<file path="src/design/ita_pkg.sv">
// Shared types and constants for the integer-to-ASCII formatter.
package ita_pkg;

  // Number of decimal digits that a 32-bit magnitude can need.
  localparam int unsigned NumDigits = 10;
  // Binary-to-BCD conversion shifts in two bits per cycle.
  localparam int unsigned ConvSteps = 16;

  // ASCII codes used by the formatter.
  localparam logic [7:0] AsciiZero  = 8'h30;
  localparam logic [7:0] AsciiUpA   = 8'h41;
  localparam logic [7:0] AsciiX     = 8'h78;
  localparam logic [7:0] AsciiMinus = 8'h2D;
  localparam logic [7:0] AsciiSpace = 8'h20;

  // Mode codes.
  localparam logic [1:0] ModeDec    = 2'd0;
  localparam logic [1:0] ModeHexPfx = 2'd2;

  // Digit store: one nibble per digit, least significant digit at index 0.
  typedef logic [NumDigits-1:0][3:0] digits_t;

  // Which character the datapath puts out.
  typedef enum logic [2:0] {
    CH_ZERO,
    CH_X,
    CH_MINUS,
    CH_PAD,
    CH_DIGIT
  } char_kind_e;

  // Commands from the controller to the datapath.
  typedef struct packed {
    logic       load;
    logic       step;
    logic       emit;
    char_kind_e kind;
    logic [3:0] idx;
  } ita_cmd_t;

  // Status from the datapath to the controller.
  typedef struct packed {
    logic       prefix;
    logic       sign_pre;
    logic       sign_post;
    logic [3:0] num_digits;
    logic [5:0] width;
  } ita_status_t;

endpackage

</file>
<file path="src/design/ita_datapath.sv">
// Datapath of the formatter: operand capture, binary-to-BCD conversion and character output.
module ita_datapath #(
  parameter int unsigned MAX_WIDTH = 32
) (
  input  logic                clk_i,
  input  logic                rst_ni,
  input  ita_pkg::ita_cmd_t   cmd_i,
  input  logic [1:0]          mode_i,
  input  logic signed [31:0]  value_i,
  input  logic                zero_pad_i,
  input  logic [5:0]          field_width_i,
  output ita_pkg::ita_status_t status_o,
  output logic [7:0]          character_o
);

  localparam logic [5:0] MaxW = 6'(MAX_WIDTH);

  ita_pkg::digits_t dig_q, dig_d;
  logic [31:0]      mag_q, mag_d;
  logic             neg_q, zpad_q, prefix_q, dec_q;
  logic [5:0]       width_q;
  logic [7:0]       char_q;

  logic             in_neg;
  logic [31:0]      in_bits;
  logic [5:0]       w_clamp;
  logic [3:0]       nd;
  logic [3:0]       cur_dig;

  // Operand decode at load time.
  assign in_bits = value_i;
  assign in_neg  = (mode_i == ita_pkg::ModeDec) && in_bits[31];
  assign w_clamp = (field_width_i > MaxW) ? MaxW : field_width_i;

  // Two double-dabble steps per cycle: add three to large nibbles, then shift in one bit.
  always_comb begin
    logic [40:0] wide;
    dig_d = dig_q;
    mag_d = mag_q;
    for (int s = 0; s < 2; s++) begin
      for (int k = 0; k < ita_pkg::NumDigits; k++) begin
        if (dig_d[k] >= 4'd5) begin
          dig_d[k] = dig_d[k] + 4'd3;
        end
      end
      wide  = {dig_d, mag_d[31]};
      dig_d = wide[39:0];
      mag_d = {mag_d[30:0], 1'b0};
    end
  end

  // Operand and digit registers.
  always_ff @(posedge clk_i) begin
    if (cmd_i.load) begin
      dec_q    <= (mode_i == ita_pkg::ModeDec);
      prefix_q <= (mode_i == ita_pkg::ModeHexPfx);
      neg_q    <= in_neg;
      zpad_q   <= zero_pad_i;
      width_q  <= (in_neg && (w_clamp != 6'd0)) ? (w_clamp - 6'd1) : w_clamp;
      mag_q    <= in_neg ? (32'd0 - in_bits) : in_bits;
      if (mode_i == ita_pkg::ModeDec) begin
        dig_q <= '0;
      end else begin
        dig_q <= {8'd0, in_bits};
      end
    end else if (cmd_i.step) begin
      dig_q <= dig_d;
      mag_q <= mag_d;
    end
  end

  // Digit count: position of the highest nonzero digit, at least one.
  always_comb begin
    nd = 4'd1;
    for (int k = 1; k < ita_pkg::NumDigits; k++) begin
      if (dig_q[k] != 4'd0) begin
        nd = 4'(k + 1);
      end
    end
  end

  assign status_o.prefix     = prefix_q;
  assign status_o.sign_pre   = neg_q && zpad_q;
  assign status_o.sign_post  = neg_q && !zpad_q;
  assign status_o.num_digits = nd;
  assign status_o.width      = width_q;

  // Character register, loaded whenever the controller puts out a word.
  assign cur_dig = dig_q[cmd_i.idx];

  always_ff @(posedge clk_i) begin
    if (cmd_i.emit) begin
      case (cmd_i.kind)
        ita_pkg::CH_ZERO:  char_q <= ita_pkg::AsciiZero;
        ita_pkg::CH_X:     char_q <= ita_pkg::AsciiX;
        ita_pkg::CH_MINUS: char_q <= ita_pkg::AsciiMinus;
        ita_pkg::CH_PAD:   char_q <= (dec_q && !zpad_q) ? ita_pkg::AsciiSpace
                                                        : ita_pkg::AsciiZero;
        ita_pkg::CH_DIGIT: char_q <= (cur_dig < 4'd10)
                                       ? (ita_pkg::AsciiZero + {4'd0, cur_dig})
                                       : (ita_pkg::AsciiUpA + {4'd0, cur_dig} - 8'd10);
        default:           char_q <= ita_pkg::AsciiZero;
      endcase
    end
  end

  assign character_o = char_q;

  // A load and a conversion step are never commanded together.
  a_no_load_step: assert property (@(posedge clk_i) disable iff (!rst_ni)
    !(cmd_i.load && cmd_i.step)) else $error("load and step together");

  // The width held for printing never exceeds the clamp.
  a_width_clamped: assert property (@(posedge clk_i) disable iff (!rst_ni)
    $past(cmd_i.load) |-> (width_q <= MaxW)) else $error("width above clamp");

  // Hex operands never use the top two digit slots.
  a_hex_digits: assert property (@(posedge clk_i) disable iff (!rst_ni)
    $past(cmd_i.load) && !dec_q |-> (dig_q[9] == 4'd0 && dig_q[8] == 4'd0))
    else $error("hex operand overflow");

endmodule

</file>
<file path="src/design/ita_controller.sv">
// Controller of the formatter: sequences conversion and the order of the output words.
module ita_controller (
  input  logic                 clk_i,
  input  logic                 rst_ni,
  input  logic                 start_i,
  input  logic [1:0]           mode_i,
  input  ita_pkg::ita_status_t status_i,
  output ita_pkg::ita_cmd_t    cmd_o,
  output logic                 busy_o,
  output logic                 strobe_o,
  output logic                 last_o
);

  typedef enum logic [3:0] {
    S_IDLE,
    S_CONV,
    S_SETUP,
    S_PRE0,
    S_PRE1,
    S_SIGN_PRE,
    S_PAD,
    S_SIGN_POST,
    S_DIGITS
  } state_e;

  state_e     state_q, state_d;
  logic [3:0] cnt_q;
  logic [5:0] pad_q;
  logic [3:0] idx_q;
  logic       strobe_q, last_q;
  logic [5:0] pad_calc;
  logic       has_pad;
  logic       emit;

  // Padding needed once the digit count is known.
  assign pad_calc = (status_i.width > {2'd0, status_i.num_digits})
                  ? (status_i.width - {2'd0, status_i.num_digits}) : 6'd0;
  assign has_pad  = (state_q == S_SETUP) ? (pad_calc != 6'd0) : (pad_q != 6'd0);

  // Next section of the text after the current one, skipping empty sections.
  always_comb begin
    if (state_q == S_SETUP && status_i.prefix) begin
      state_d = S_PRE0;
    end else if (state_q == S_PRE0) begin
      state_d = S_PRE1;
    end else if ((state_q == S_SETUP || state_q == S_PRE1) && status_i.sign_pre) begin
      state_d = S_SIGN_PRE;
    end else if ((state_q == S_SETUP || state_q == S_PRE1 || state_q == S_SIGN_PRE)
                 && has_pad) begin
      state_d = S_PAD;
    end else if (state_q != S_SIGN_POST && status_i.sign_post) begin
      state_d = S_SIGN_POST;
    end else begin
      state_d = S_DIGITS;
    end
  end

  // Commands to the datapath.
  assign emit = (state_q == S_PRE0) || (state_q == S_PRE1) || (state_q == S_SIGN_PRE)
             || (state_q == S_PAD) || (state_q == S_SIGN_POST) || (state_q == S_DIGITS);

  always_comb begin
    cmd_o.load = (state_q == S_IDLE) && start_i;
    cmd_o.step = (state_q == S_CONV);
    cmd_o.emit = emit;
    cmd_o.idx  = idx_q;
    case (state_q)
      S_PRE0:      cmd_o.kind = ita_pkg::CH_ZERO;
      S_PRE1:      cmd_o.kind = ita_pkg::CH_X;
      S_SIGN_PRE:  cmd_o.kind = ita_pkg::CH_MINUS;
      S_SIGN_POST: cmd_o.kind = ita_pkg::CH_MINUS;
      S_PAD:       cmd_o.kind = ita_pkg::CH_PAD;
      default:     cmd_o.kind = ita_pkg::CH_DIGIT;
    endcase
  end

  // State, counters and registered output strobes.
  always_ff @(posedge clk_i or negedge rst_ni) begin
    if (!rst_ni) begin
      state_q  <= S_IDLE;
      cnt_q    <= '0;
      pad_q    <= '0;
      idx_q    <= '0;
      strobe_q <= 1'b0;
      last_q   <= 1'b0;
    end else begin
      strobe_q <= emit;
      last_q   <= (state_q == S_DIGITS) && (idx_q == 4'd0);
      case (state_q)
        S_IDLE: begin
          cnt_q <= '0;
          if (start_i) begin
            state_q <= (mode_i == ita_pkg::ModeDec) ? S_CONV : S_SETUP;
          end
        end
        S_CONV: begin
          cnt_q <= cnt_q + 4'd1;
          if (cnt_q == 4'(ita_pkg::ConvSteps - 1)) begin
            state_q <= S_SETUP;
          end
        end
        S_SETUP: begin
          pad_q   <= pad_calc;
          idx_q   <= status_i.num_digits - 4'd1;
          state_q <= state_d;
        end
        S_PAD: begin
          pad_q <= pad_q - 6'd1;
          if (pad_q == 6'd1) begin
            state_q <= state_d;
          end
        end
        S_DIGITS: begin
          idx_q <= idx_q - 4'd1;
          if (idx_q == 4'd0) begin
            state_q <= S_IDLE;
          end
        end
        default: begin
          state_q <= state_d;
        end
      endcase
    end
  end

  assign busy_o   = (state_q != S_IDLE);
  assign strobe_o = strobe_q;
  assign last_o   = last_q;

  // The last flag only comes with a word.
  a_last_has_strobe: assert property (@(posedge clk_i) disable iff (!rst_ni)
    last_o |-> strobe_o) else $error("last without strobe");

  // An accepted start always leaves the idle state.
  a_start_busy: assert property (@(posedge clk_i) disable iff (!rst_ni)
    (start_i && !busy_o) |=> busy_o) else $error("start not taken");

  // After the last word the controller is idle again.
  a_last_idle: assert property (@(posedge clk_i) disable iff (!rst_ni)
    (strobe_o && last_o) |-> !busy_o) else $error("busy after last word");

  // No word goes out during conversion.
  a_conv_quiet: assert property (@(posedge clk_i) disable iff (!rst_ni)
    (state_q == S_CONV) |-> !strobe_o) else $error("word during conversion");

endmodule

</file>
<file path="src/design/integer_to_ascii_formatter.sv">
// Top level of the integer-to-ASCII formatter.
//
// Usage: drive mode_i, value_i, zero_pad_i and field_width_i and raise start_i.
// The operand is taken at a rising edge where start_i is high and busy_o is low.
// Text comes out one character per cycle on character_o, each word marked by
// strobe_o for exactly one cycle; last_o is high with the final character.
// Decimal operands first pass through a binary-to-BCD converter that shifts
// two bits a cycle; hex operands skip it. After the converter (decimal only)
// and a setup state, one character is sent every cycle. Decimal text is at
// most MAX_WIDTH characters (eleven, a sign and ten digits, when MAX_WIDTH
// is smaller) and hex text at most MAX_WIDTH + 2 (ten, when MAX_WIDTH is
// smaller than eight); this serial output and the converter set the rate.
// busy_o falls as the last character appears, so a new start can be taken
// in that same cycle.
// Reset (rst_ni low, asynchronous) returns the controller to idle and drops
// strobe_o; any text in progress is abandoned.
// The receiver cannot stall: every word must be taken when strobe_o is high.
module integer_to_ascii_formatter #(
  parameter int unsigned MAX_WIDTH = 32
) (
  input  logic               clk_i,
  input  logic               rst_ni,
  input  logic               start_i,
  output logic               busy_o,
  input  logic [1:0]         mode_i,
  input  logic signed [31:0] value_i,
  input  logic               zero_pad_i,
  input  logic [5:0]         field_width_i,
  output logic               strobe_o,
  output logic [7:0]         character_o,
  output logic               last_o
);

  ita_pkg::ita_cmd_t    cmd;
  ita_pkg::ita_status_t status;

  // Sequencing of conversion and output words.
  ita_controller u_ctrl (
    .clk_i    (clk_i),
    .rst_ni   (rst_ni),
    .start_i  (start_i),
    .mode_i   (mode_i),
    .status_i (status),
    .cmd_o    (cmd),
    .busy_o   (busy_o),
    .strobe_o (strobe_o),
    .last_o   (last_o)
  );

  // Operand capture, digit conversion and character generation.
  ita_datapath #(
    .MAX_WIDTH (MAX_WIDTH)
  ) u_dp (
    .clk_i         (clk_i),
    .rst_ni        (rst_ni),
    .cmd_i         (cmd),
    .mode_i        (mode_i),
    .value_i       (value_i),
    .zero_pad_i    (zero_pad_i),
    .field_width_i (field_width_i),
    .status_o      (status),
    .character_o   (character_o)
  );

endmodule
</file>
<file path="config.mk">
export PLATFORM = sky130hd
export DESIGN_NAME = integer_to_ascii_formatter
export DESIGN_NICKNAME = d
export VERILOG_FILES = /design/src/design/ita_pkg.sv /design/src/design/ita_datapath.sv /design/src/design/ita_controller.sv /design/src/design/integer_to_ascii_formatter.sv
export SDC_FILE = /design/constraint.sdc
export NUM_CORES = 1
export LEC_CHECK = 0
export ABC_CLOCK_PERIOD_IN_PS = 4700
export BUFFER_PORTS_ARGS = -buffer_cell sky130_fd_sc_hd__buf_2
export CORE_MARGIN = 3
export CORE_UTILIZATION = 60
export DETAILED_ROUTE_END_ITERATION = 7
export HOLD_SLACK_MARGIN = 0.02
export PLACE_DENSITY = 0.79
export SYNTH_ARGS = -nofsm -noshare
export SYNTH_HDL_FRONTEND = slang
export SYNTH_HIERARCHICAL = 1
export SYNTH_SLANG_ARGS = --single-unit
</file>
<file path="constraint.sdc">
create_clock -name clk_i -period 4.7 [get_ports clk_i]
set_clock_uncertainty 0.1 [all_clocks]
set_input_delay 0.235 -clock clk_i [delete_from_list [all_inputs] [get_ports clk_i]]
set_output_delay 0.235 -clock clk_i [all_outputs]
set_load 0.02 [all_outputs]
</file>
==> results.md, run 1 <==
* CTS clock-pin slew for the worst setup and hold paths at 0.07 ns
* Initial core utilization at 61.7%
* Share of flip-flops with an asynchronous set or reset at 18.3%
* Cell chain of the critical path: inv_1 > ha_1 > nor3b_1 > o211ai_1 > a31oi_1 > o21ai_0 > a21boi_0 > ha_1 > inv_1 > fa_1 > and3_1 > nor2_1 > nand2_1 > a2111oi_4 > o21ai_1 > a221oi_2
* N_diodes at 0
* Leading area contributor after synthesis: edfxtp_1
* Mean Syn Cell Area at 9.22 sq um
* Tcrit/Tclk final at 85.8%
* Final Instance Area at 0.00932 sq mm
* Worst relative slew slack at 41.5%
* Global routing usage on met2 at 41.4%
* Synthesized flop and latch total at 109
* Reg-to-reg slack, setup at 0.67 ns
* Critical path endpoint category: flop
* Syn-to-layout area delta at 8.08%
* Critical path type: flop to flop
* Final Setup Violations at 0
* Synth area leaders: edfxtp_1, ha_1, a21oi_1
* Measured slew at the worst slew-check pin at 0.877 ns
* Htree depth at 3
* Fin. max-slew vios at 0
* M3 GR Usage at 3.31%
* Dpl ws at 0.712 ns
* R2r startpoint: u_dp/dig_q[4]
* Final WL at 19.9 mm
* Total CTS buffers at 9
* Most frequent cells in the layout: a21oi_1, edfxtp_1, nor2_1
* Worst setup margin at 0.666 ns
* Switch share at 44.1%
* Final hold violation count at 0
* Endpoint of the worst register-to-register path: u_ctrl/state_q[0]
* Busiest layer in global routing: met2
* Core Area at 0.0140 sq mm
* Vias in the first global route at 6789
* Grt met1 use at 34.2%
* Fin cells at 1158
* PwrDens at 782 mW/mm^2
* Routed len/inst at 17.2 um
* Largest net degree at the start of global routing at 60
* VDD IR max at 0.000321 V
* Critical path's slowest cell: edfxtp_1
* Synth Net Count at 1027
* R2R depth at 16
* Final GP Congestion at 0.903
* Clk buf depth at 2
* Worst hold path type: input port to flop
* Seq/Total Area, Yosys at 36.8%
* Leakage power at 3.60 nW
* Drt first pass iters at 7
* Switching Power at 3.21 mW
* Skew-Pair Late Insertion Delay at 0.36 ns
* Synth top area share at 31.0%
* Logic pwr share at 59.6%
* CTS tree: built
* CP max stage delay at 0.47 ns
* DR iter-0 viols at 657
* Via density at 6.28
* Critical Path RT at 4.86 ns
* Top_reg_cell synth: edfxtp_1
* Placed instance count at 1141
* Vias at 7278
* I/O pin cnt at 55
* Status: finished clean
* Mapped cell area at 0.00863 sq mm
* Total die area at 0.0159 sq mm
* Min-Delay Startpoint: value_i[10]
* Layout Nets at 1065
* Synth unique cells at 85
* WHS Endpoint: u_dp/dig_q[10]
* Initial antenna violation count at 0
* Clock share of power at 10.4%
* Final Critical Period at 4.03 ns
* Root Buffer: clkbuf_16
* Dpl hpwl at 14.5 mm
* Clock Sinks at 109
* Chip Height at 126 um
* Routed Antenna Nets at 0
* Maximum clock frequency at 248 MHz
* Worst endpoint data arrival time at 4.20 ns
* Maximum fanout along the worst path at 5
* TNS Setup at 0 ns
* Hold Path Cell Cnt at 2
* Most common cell after layout, fill and taps aside: a21oi_1
* RSZ-0062 raised after global routing: no
* Die width at 126 um
* Setup Buffers After CTS at 0
* MaxCap Viol Count at 0
* Mapped Cells at 936
* Port Buffers at 53
* EDFF count, synth at 89
* Sequential share of power at 30.0%
* Congestion Overflow GR at 0
* DRC violations left at 0
* Startpoint types: flop
* First-pass GRT wire length at 33.0 mm
* GRT Util Overall at 25.0%
* Num rows at 43
* Synth warnings at 6
* Cell internal pwr at 4.07 mW
* Hold slack at 0.114 ns
* Share of layout cells above drive strength 1 at 12.2%
* Placed cell area at 0.00902 sq mm
## layout make-up
cell class | count | area, sq um
clock buffer | 9 | 225
clock inverter | 6 | 55.1
fill | 1130 | 4660
inverter | 49 | 184
multi-input combinational | 743 | 5110
sequential | 109 | 3170
tap | 180 | 225
timing repair buffer | 62 | 350
## synth_stat cells, types with 15 or more instances
| cell type | number |
|---|---|
| a22o_1 | 15 |
| o21ai_0 | 55 |
| edfxtp_1 | 89 |
| mux2i_1 | 23 |
| dfrtp_1 | 20 |
| ha_1 | 46 |
| inv_1 | 49 |
| nor2_1 | 81 |
| nand2_1 | 74 |
| a21oi_1 | 108 |
| nand2b_1 | 31 |
| xnor2_1 | 31 |
| xor2_1 | 15 |
| nor3b_1 | 19 |
| clkbuf_1 | 23 |
## routing by layer
metal / routed length, um / vias to the layer above
li1: - / 3554
met3: 1020 / 26
met4: 461 / 0
met2: 9420 / 199
met5: 0 / -
met1: 9030 / 3499
## kinds of logic after synthesis
family                   count (synthesis)  synth area share [%]
AO/OA/AOI/OAI                          305                  22.9
adder cells (fa/ha/maj)                 47                  6.90
other                                    1                0.0435
buffers and inverters                   84                  4.03
flip-flops                             109                  36.8
multiplexers                            41                  5.80
AND/OR/NAND/NOR                        303                  18.8
XOR/XNOR                                46                  4.67
## flip-flops by register name (all words and copies together), names as in the netlist
name              cells
u_dp/dig_q           40
u_dp/width_q          6
u_dp/dec_q            1
u_ctrl/pad_q          6
u_dp/neg_q            1
u_dp/zpad_q           1
u_ctrl/state_q        4
u_dp/mag_q           32
u_ctrl/last_o         1
u_ctrl/cnt_q          4
u_dp/prefix_q         1
u_ctrl/strobe_o       1
u_ctrl/idx_q          4
u_dp/character_o      7
## worst max-delay path, delay by kind of cell (launching register included)
family / cells / cell delay [ns]
AOI/OAI and AO/OA: 7 / 1.56
buffers and inverters: 2 / 0.16
and+or+nand+nor: 4 / 0.83
DFF: 1 / 0.47
adders and majority gates: 3 / 0.84
## metrics by stage
stage                     utilization, %  power (mW)
after CTS                           66.7        7.26
after global placement              64.5        6.34
after floorplan                        -        5.55
after detailed placement            64.5        6.47
after global routing                66.7        7.91
final                               66.7        7.29
## power by group through the flow
stage	clock network, mW	logic [mW]	registers, mW
after detailed placement	0	4.27	2.20
after floorplan	0	3.53	2.02
final	0.758	4.34	2.19
after global routing	0.807	4.86	2.25
after global placement	0	4.17	2.18
after CTS	0.777	4.31	2.18
## worst max-delay path by stage
stage | startpoint | end | depth (start not counted)
after global routing | u_dp/dig_q[4] | u_ctrl/state_q[0] | 16
final | u_dp/dig_q[4] | u_ctrl/state_q[0] | 16
after detailed placement | u_dp/dig_q[4] | u_ctrl/state_q[0] | 16
after global placement | u_dp/dig_q[4] | u_ctrl/state_q[0] | 16
after CTS | u_dp/dig_q[4] | u_ctrl/state_q[0] | 16
after floorplan | u_dp/dig_q[4] | u_ctrl/state_q[0] | 16
## timing repair
| action | 4_1_cts | 5_1_grt |
|---|---|---|
| hold buffers | 2 | 0 |
| endpoints found under the hold margin | 21 | 0 |
| endpoints found under the setup margin | 0 | 0 |
| gates resized for setup | 0 | 0 |
(Power assumes the default switching activity.)
==> run 2: changes to the inputs <==
Settings changed: ABC_CLOCK_PERIOD_IN_PS 4700 to 5100.
Clock period 4.7 ns to 5.1 ns, I/O delays scaled along.
==> results.md, run 2 (synthesized netlist as in run 1, its figures left out) <==
* Status: finished clean
* Largest Register: u_dp/dig_q
* N_diodes at 0 (unchanged)
* Core Area at 0.0140 sq mm (unchanged)
* Layout Nets at 1065 (unchanged)
* Die width at 126 um (unchanged)
* Vias at 7342 (+0.88%)
* Power Total at 6.73 mW (-7.7%)
* Clk buf depth at 2 (unchanged)
* Syn-to-layout area delta at 8.06% (about the same)
* Fin. max-slew vios at 0 (unchanged)
* Setup Buffers After CTS at 0 (unchanged)
* Dpl ws at 1.15 ns (+0.441 ns)
* Most frequent cells in the layout: a21oi_1, edfxtp_1, nor2_1
* GRT Util Overall at 25.0% (about the same)
* TNS Setup at 0 ns (unchanged)
* Htree depth at 3 (unchanged)
* Critical path type: flop to flop
* Hold slack at 0.143 ns (+0.0288 ns)
* CTS tree: built
* VDD IR max at 0.000335 V (+4.2%)
* DR iter-0 viols at 674 (+2.6%)
* Placed cell area at 0.00901 sq mm (-0.14%)
* MaxCap Viol Count at 0 (unchanged)
* RSZ-0062 raised after global routing: no
* Root Buffer: clkbuf_16
* Congestion Overflow GR at 0 (unchanged)
* Worst endpoint data arrival time at 4.16 ns (-0.04 ns)
* CTS clock-pin slew for the worst setup and hold paths at 0.07 ns (about the same)
* Measured slew at the worst slew-check pin at 0.863 ns (-0.0147 ns)
* Skew-Pair Late Insertion Delay at 0.36 ns (about the same)
* Final WL at 19.9 mm (-0.34%)
* Initial antenna violation count at 0 (unchanged)
* Port Buffers at 53 (unchanged)
* Vias in the first global route at 6863 (+1.1%)
* Routed Antenna Nets at 0 (unchanged)
* Share of layout cells above drive strength 1 at 12.3% (+0.090 points)
* Startpoint types: flop
* Worst setup margin at 1.11 ns (+0.444 ns)
* Maximum clock frequency at 251 MHz (+1.1%)
* Routed len/inst at 17.1 um (-0.42%)
* Total die area at 0.0159 sq mm (unchanged)
* Final GP Congestion at 0.888 (-1.7%)
* Tcrit/Tclk final at 78.2% (-7.6 points)
* Dpl hpwl at 14.5 mm (+0.65%)
* Critical Path RT at 5.27 ns (+0.41 ns)
* Worst hold path type: input port to flop
* Worst relative slew slack at 42.5% (+0.98 points)
* Total CTS buffers at 9 (unchanged)
* Final Instance Area at 0.00932 sq mm (about the same)
* Drt first pass iters at 8 (+1)
* PwrDens at 722 mW/mm^2 (-7.7%)
* Via density at 6.33 (+0.79%)
* Maximum fanout along the worst path at 5 (unchanged)
* Most common cell after layout, fill and taps aside: a21oi_1
* Leakage power at 3.59 nW (-0.18%)
* DRC violations left at 0 (unchanged)
* Num rows at 43 (unchanged)
* Final Setup Violations at 0 (unchanged)
* Clock Sinks at 109 (unchanged)
* Final Critical Period at 3.99 ns (-0.0438 ns)
* Chip Height at 126 um (unchanged)
* Critical path endpoint category: flop
* Final hold violation count at 0 (unchanged)
* First-pass GRT wire length at 33.3 mm (+0.84%)
* Max reg flops at 40 (unchanged)
* I/O pin cnt at 55 (unchanged)
* Largest net degree at the start of global routing at 64 (+6.7%)
* Initial core utilization at 61.7% (unchanged)
==> run 2: cell count changes in the layout (fill, tap and decap cells not counted), sizes merged <==
cell      before  now
clkinvlp       1    3
clkinv         4    3
==> run 2: what timing repair did <==
item                                   in CTS  in global routing
hold buffers                                2                  0
resized for setup                           0                  0
endpoints found under the hold margin      21                  0
==> run 2: routing by layer <==
metal | up-vias | routed length, um | track usage, %
li1 | 3561 | - | -
met1 | 3492 | 8640 | 34.3
met2 | 258 | 9640 | 41.3
met3 | 31 | 1260 | 4.07
met4 | 0 | 337 | 7.44
met5 | - | 0 | 0
==> run 2: where the power goes <==
part	total [mW]	switching, mW	internal [mW]	leakage [nW]
sequential	2.03	0.430	1.60	1.07
combinational	3.99	2.22	1.77	2.39
clock	0.707	0.329	0.378	0.133
total	6.73	2.98	3.75	3.59
==> run 2: final cells by class <==
type	instances	area [sq um]
sequential	109	3170
fill	1136	4670
inverter	49	184
clock buffer	9	225
multi-input combinational	743	5110
clock inverter	7	66.3
timing repair buffer	62	338
tap	180	225
==> run 2: worst max-delay path, cell delays in order, from the launching register on <==
cell,delay (ns)
edfxtp_1,0.46
inv_1,0.09
ha_1,0.19
nor3b_1,0.27
o211ai_1,0.12
a31oi_1,0.17
o21ai_0,0.08
a21boi_0,0.44
ha_1,0.26
inv_1,0.06
fa_1,0.39
and3_1,0.19
nor2_1,0.23
nand2_1,0.13
a2111oi_4,0.35
o21ai_1,0.14
a221oi_2,0.24
==> run 2: through the flow <==
stage	std cells	util, %
6_report	1159	66.6
5_1_grt	1159	66.6
4_1_cts	1159	66.6
3_5_place_dp	1141	64.4
3_3_place_gp	1141	64.4
2_1_floorplan	936	-
==> run 2: worst paths after layout <==
kind,start,endpoint,slack [ns],cells past startpoint
min reg2reg,u_ctrl/cnt_q[1],u_ctrl/cnt_q[1],0.42,2
max reg2reg,u_dp/dig_q[4],u_ctrl/state_q[0],1.11,16
min,value_i[1],u_dp/dig_q[1],0.14,3
max,u_dp/dig_q[4],u_ctrl/state_q[0],1.11,16
min in group asynchronous,rst_ni,u_ctrl/pad_q[4],0.29,2
max in group asynchronous,rst_ni,u_ctrl/idx_q[1],4.29,2
